$ cat src/sv/spq_pkg.sv
// Package for the sorted priority queue.
// Holds the opcode and status codes, the default depth and the command struct
// that is shared by the queue cells. It depends on nothing else.
package spq_pkg;

	localparam int SPQ_DEPTH = 64;
	localparam int KEY_W = 32;
	localparam int COUNT_OUT_W = 7;

	typedef enum logic {
		OP_INSERT = 1'b0,
		OP_REMOVE = 1'b1
	} spq_op_t;

	typedef enum logic [1:0] {
		ST_OK    = 2'd0,
		ST_EMPTY = 2'd1,
		ST_FULL  = 2'd2
	} spq_status_t;

	typedef struct packed {
		logic              ins;
		logic              rem;
		logic [KEY_W-1:0]  key;
	} spq_cmd_t;

endpackage

$ cat src/sv/spq_cell.sv
// One cell of the sorted priority queue: holds one key and trades it with
// its neighbors on insert and remove. Depends on spq_pkg.
module spq_cell import spq_pkg::*; #(
	parameter int IDX = 0,
	parameter int CNT_W = 7
) (
	input  logic              clk,
	input  spq_cmd_t          cmd,
	input  logic [CNT_W-1:0]  count,
	input  logic [KEY_W-1:0]  left_key,
	input  logic              left_gt,
	input  logic [KEY_W-1:0]  right_key,
	output logic [KEY_W-1:0]  key,
	output logic              gt
);

	localparam logic [CNT_W-1:0] Idx = CNT_W'(IDX);

	logic [KEY_W-1:0] key_q;
	logic             occ;
	logic             at_end;

	assign occ = Idx < count;
	assign at_end = Idx == count;
	assign gt = occ && ($signed(key_q) > $signed(cmd.key));
	assign key = key_q;

	// The key register holds payload only; occupancy follows from the fill count.
	always_ff @(posedge clk) begin
		if (cmd.ins) begin
			if (left_gt) begin
				key_q <= left_key;
			end else if (gt || at_end) begin
				key_q <= cmd.key;
			end
		end else if (cmd.rem) begin
			key_q <= right_key;
		end
	end

endmodule

$ cat config.mk
export PLATFORM = sky130hd
export DESIGN_NAME = spq_cell
export DESIGN_NICKNAME = d
export VERILOG_FILES = /design/src/sv/spq_pkg.sv /design/src/sv/spq_cell.sv
export SDC_FILE = /design/constraint.sdc
export NUM_CORES = 1
export LEC_CHECK = 0
export BUFFER_PORTS_ARGS = -buffer_cell sky130_fd_sc_hd__buf_4
export CORE_MARGIN = 3
export CORE_UTILIZATION = 45
export DETAILED_ROUTE_END_ITERATION = 10
export PLACE_DENSITY = 0.79
export SLEW_MARGIN = 20
export SYNTH_ARGS = -nofsm -noshare
export SYNTH_HDL_FRONTEND = slang
export SYNTH_SLANG_ARGS = --single-unit
$ cat constraint.sdc
create_clock -name clk -period 5 [get_ports clk]
set_input_delay 0.5 -clock clk [delete_from_list [all_inputs] [get_ports clk]]
set_output_delay 0.5 -clock clk [all_outputs]
set_load 0.01 [all_outputs]
==> results.yml <==
power:
  clkPwrFrac_pct: 21.6
  leakage_nw: 1.87
  switching_share_pct: 30.2
  p_per_area_nw_per_um2: 234
  p_int_uw: 601
  p_total_uw: 861
  p_sw_uw: 260
  seqPwrFrac_pct: 42.1
  vdd_ir_drop_max_uv: 173
  p_comb_share_pct: 36.3
clocking:
  cts_made_buffers: 5
  clkLatencyLatePin_ns: 0.28
  cts_tree: "built"
  cts_max_level: 2
  clk_pin_slew_worst_paths_ns: 0.07
  post_cts_buffers: 0
  ctsHoldBuffers: 0
  cts_root_buf: "clkbuf_8"
  ctsResizeCount: 0
  clkSinkCount: 32
  cts_buffer_depth: 2
layout:
  drive_above_1_share_pct: 38.3
  antenna_cells: 0
  largest_register_ffs: 32
  final_core_util_pct: 70.3
  syn_to_final_growth_pct: 47.0
  fillers: 416
  fin_nets: 537
  finish.instance_area_um2: 3680
synthesis:
  yosysWarnings: 0
  yosys.area.top_type: "edfxtp_1"
  synth_cell_types: 31
  ys_seq_area_share_pct: 38.4
  synth.area.top_cells: "edfxtp_1 38%, ha_1 16%, mux2i_1 13%"
  yosysMostFrequentCell: "a21oi_1"
  syn_nets: 401
  yosys-top-cells-count: "45 x a21oi_1, 37 x nor2_1, 33 x inv_1"
  synth_edf_count: 32
  synth_top_flop_cell: "edfxtp_1"
  synth_seq_cells: 32
  synth_top_area_share_pct: 38.4
  async_flop_share_pct: 0
  syn_area_per_cell_um2: 9.56
  synth_area_um2: 2500
  syn-instance-count: 262
place:
  port_buffers: 139
  hpwlAfterDp_mm: 5.59
  placed_area_um2: 3600
  place_congestion: 0.759
global_route:
  grt_max_degree: 68
  grt_pass1_vias: 2382
  grt-ovfl-total: 0
  grt_pass1_wl_mm: 10.3
  track_usage_pct: 20.2
  antenna_found_initial: 0
setup_path:
  cp_cell_sequence: "ha_1 > nand4_2 > nor4_2 > a21bo_1 > a31oi_1 > nor2_1 > o41ai_4 > buf_4"
  cpMaxStageDelayCell: "o41ai_4"
  r2r_start: "key[14]$_DFFE_PP_"
  critPathMaxFanout: 27
  cp_top_family: "compound AO/OA/AOI/OAI gates"
  critPathMaxStageDelay_ns: 0.52
  crit_required_ns: 4.94
  worstSetupPathType: "reg -> reg"
  worstPathArrival_ns: 3.00
  startpoint: "key[14]$_DFFE_PP_"
  end_kind: "flip-flop"
  r2r_cells: 8
  ff2ff_setup_slack_ns: 1.95
  reg2reg_to: "key[6]$_DFFE_PP_"
  crit_buf_inv: 1
  cp-start-kind: "flip-flop"
die:
  row_count: 26
  core_um2: 5240
  ios: 140
  start_util_pct: 47.8
  dieArea_um2: 6500
  die_h_um: 80.6
  die_x_um: 80.6
route:
  ant_nets: 0
  dr.pass1.iters: 4
  wl_mm: 6.77
  drt_iter0_drc: 62
  vias: 2343
  drcViolationCount: 0
  wl_per_cell_um: 14.4
  via_per_inst: 5.00
sta:
  finalHoldViolCount: 0
  max_freq_mhz: 327
  timing.final.crit_share_pct: 61.1
  fin_crit_ns: 3.05
  setup_violations: 0
  setup_tns_ns: 0
  max_slew_margin_pct: 59.2
  worstMarginPinSlew_ns: 0.612
  fin_worst_skew_ns: 0.00847
  drv_slew: 0
  grt_setup_unrepaired: "false"
worst_hold_path:
  worstHoldPathType: "in -> reg"
  worst_hold_path.endpoint: "key[20]$_DFFE_PP_"
  hold_start: "right_key[20]"
  whs_path_depth: 3
flow_run:
  maxCapViolations: 0
status:
  status: "complete, no violations"
## per-stage QoR
| step | setup slack (ns) | hold slack (ns) | std cells |
|---|---|---|---|
| 5_1_grt | 1.76 | 0.535 | 469 |
| 2_1_floorplan | 0.915 | 0.726 | 262 |
| 3_5_place_dp | 1.73 | 0.826 | 461 |
| 4_1_cts | 1.92 | 0.532 | 469 |
| 3_3_place_gp | 1.80 | 0.818 | 461 |
| 6_report | 1.95 | 0.538 | 469 |
## cells in the final DEF, fill, tap and decap left out, drive strengths merged, types with 7 or more instances in the layout
cell type	netlist	final
clkbuf	7	7
nand2	10	10
ha	32	32
mux2i	32	32
inv	33	33
edfxtp	32	32
a21oi	45	45
buf	4	140
nor2	37	37
## logic make-up after synthesis
logic type	Yosys count	synth area share (%)
DFF	32	38.4
muxes	32	12.8
and+or+nand+nor	63	12.5
buffers and inverters	44	7.04
adders and majority gates	32	16.0
AOI/OAI and AO/OA	59	13.3
## per-layer routing
metal	vias to the layer above	GRT usage [%]	part of all wire, %
met1	1061	23.5	39
met3	4	4.48	6.3
met4	0	4.56	0.68
met5	-	0	0
li1	1206	-	-
met2	72	37.4	54
## power by group through the flow
stage | clock (mW) | sequential [mW] | combinational (mW)
floorplan | 0 | 0.382 | 0.137
global placement | 0 | 0.366 | 0.307
detailed placement | 0 | 0.368 | 0.314
CTS | 0.188 | 0.362 | 0.316
global route | 0.199 | 0.367 | 0.346
finish | 0.186 | 0.362 | 0.313
## cell type report
class / count / area [µm²] / area share [%]
clock buffers: 7 / 76.3 / 2.07
clock inverters: 1 / 3.75 / 0.102
repair buffers: 140 / 1050 / 28.5
multi-input cells: 186 / 1380 / 37.4
flip-flops and latches: 32 / 961 / 26.1
inverters: 33 / 124 / 3.36
well taps: 70 / 87.6 / 2.38
## worst reg2reg max path: stages, from the launching register on
cell and delay, ns:
edfxtp_1 0.41, ha_1 0.35, nand4_2 0.15, nor4_2 0.35
a21bo_1 0.25, a31oi_1 0.15, nor2_1 0.10, o41ai_4 0.52
buf_4 0.43
## how the worst max path moves through the flow
stage	to	slack (ns)	depth (start not counted)
6_report	key[6]$_DFFE_PP_	1.95	8
5_1_grt	key[30]$_DFFE_PP_	1.76	8
4_1_cts	key[3]$_DFFE_PP_	1.92	8
3_5_place_dp	key[22]$_DFFE_PP_	1.73	10
3_3_place_gp	key[24]$_DFFE_PP_	1.80	10
2_1_floorplan	key[0]$_DFFE_PP_	0.91	8
Note: power is estimated with default switching activity, not from simulation.
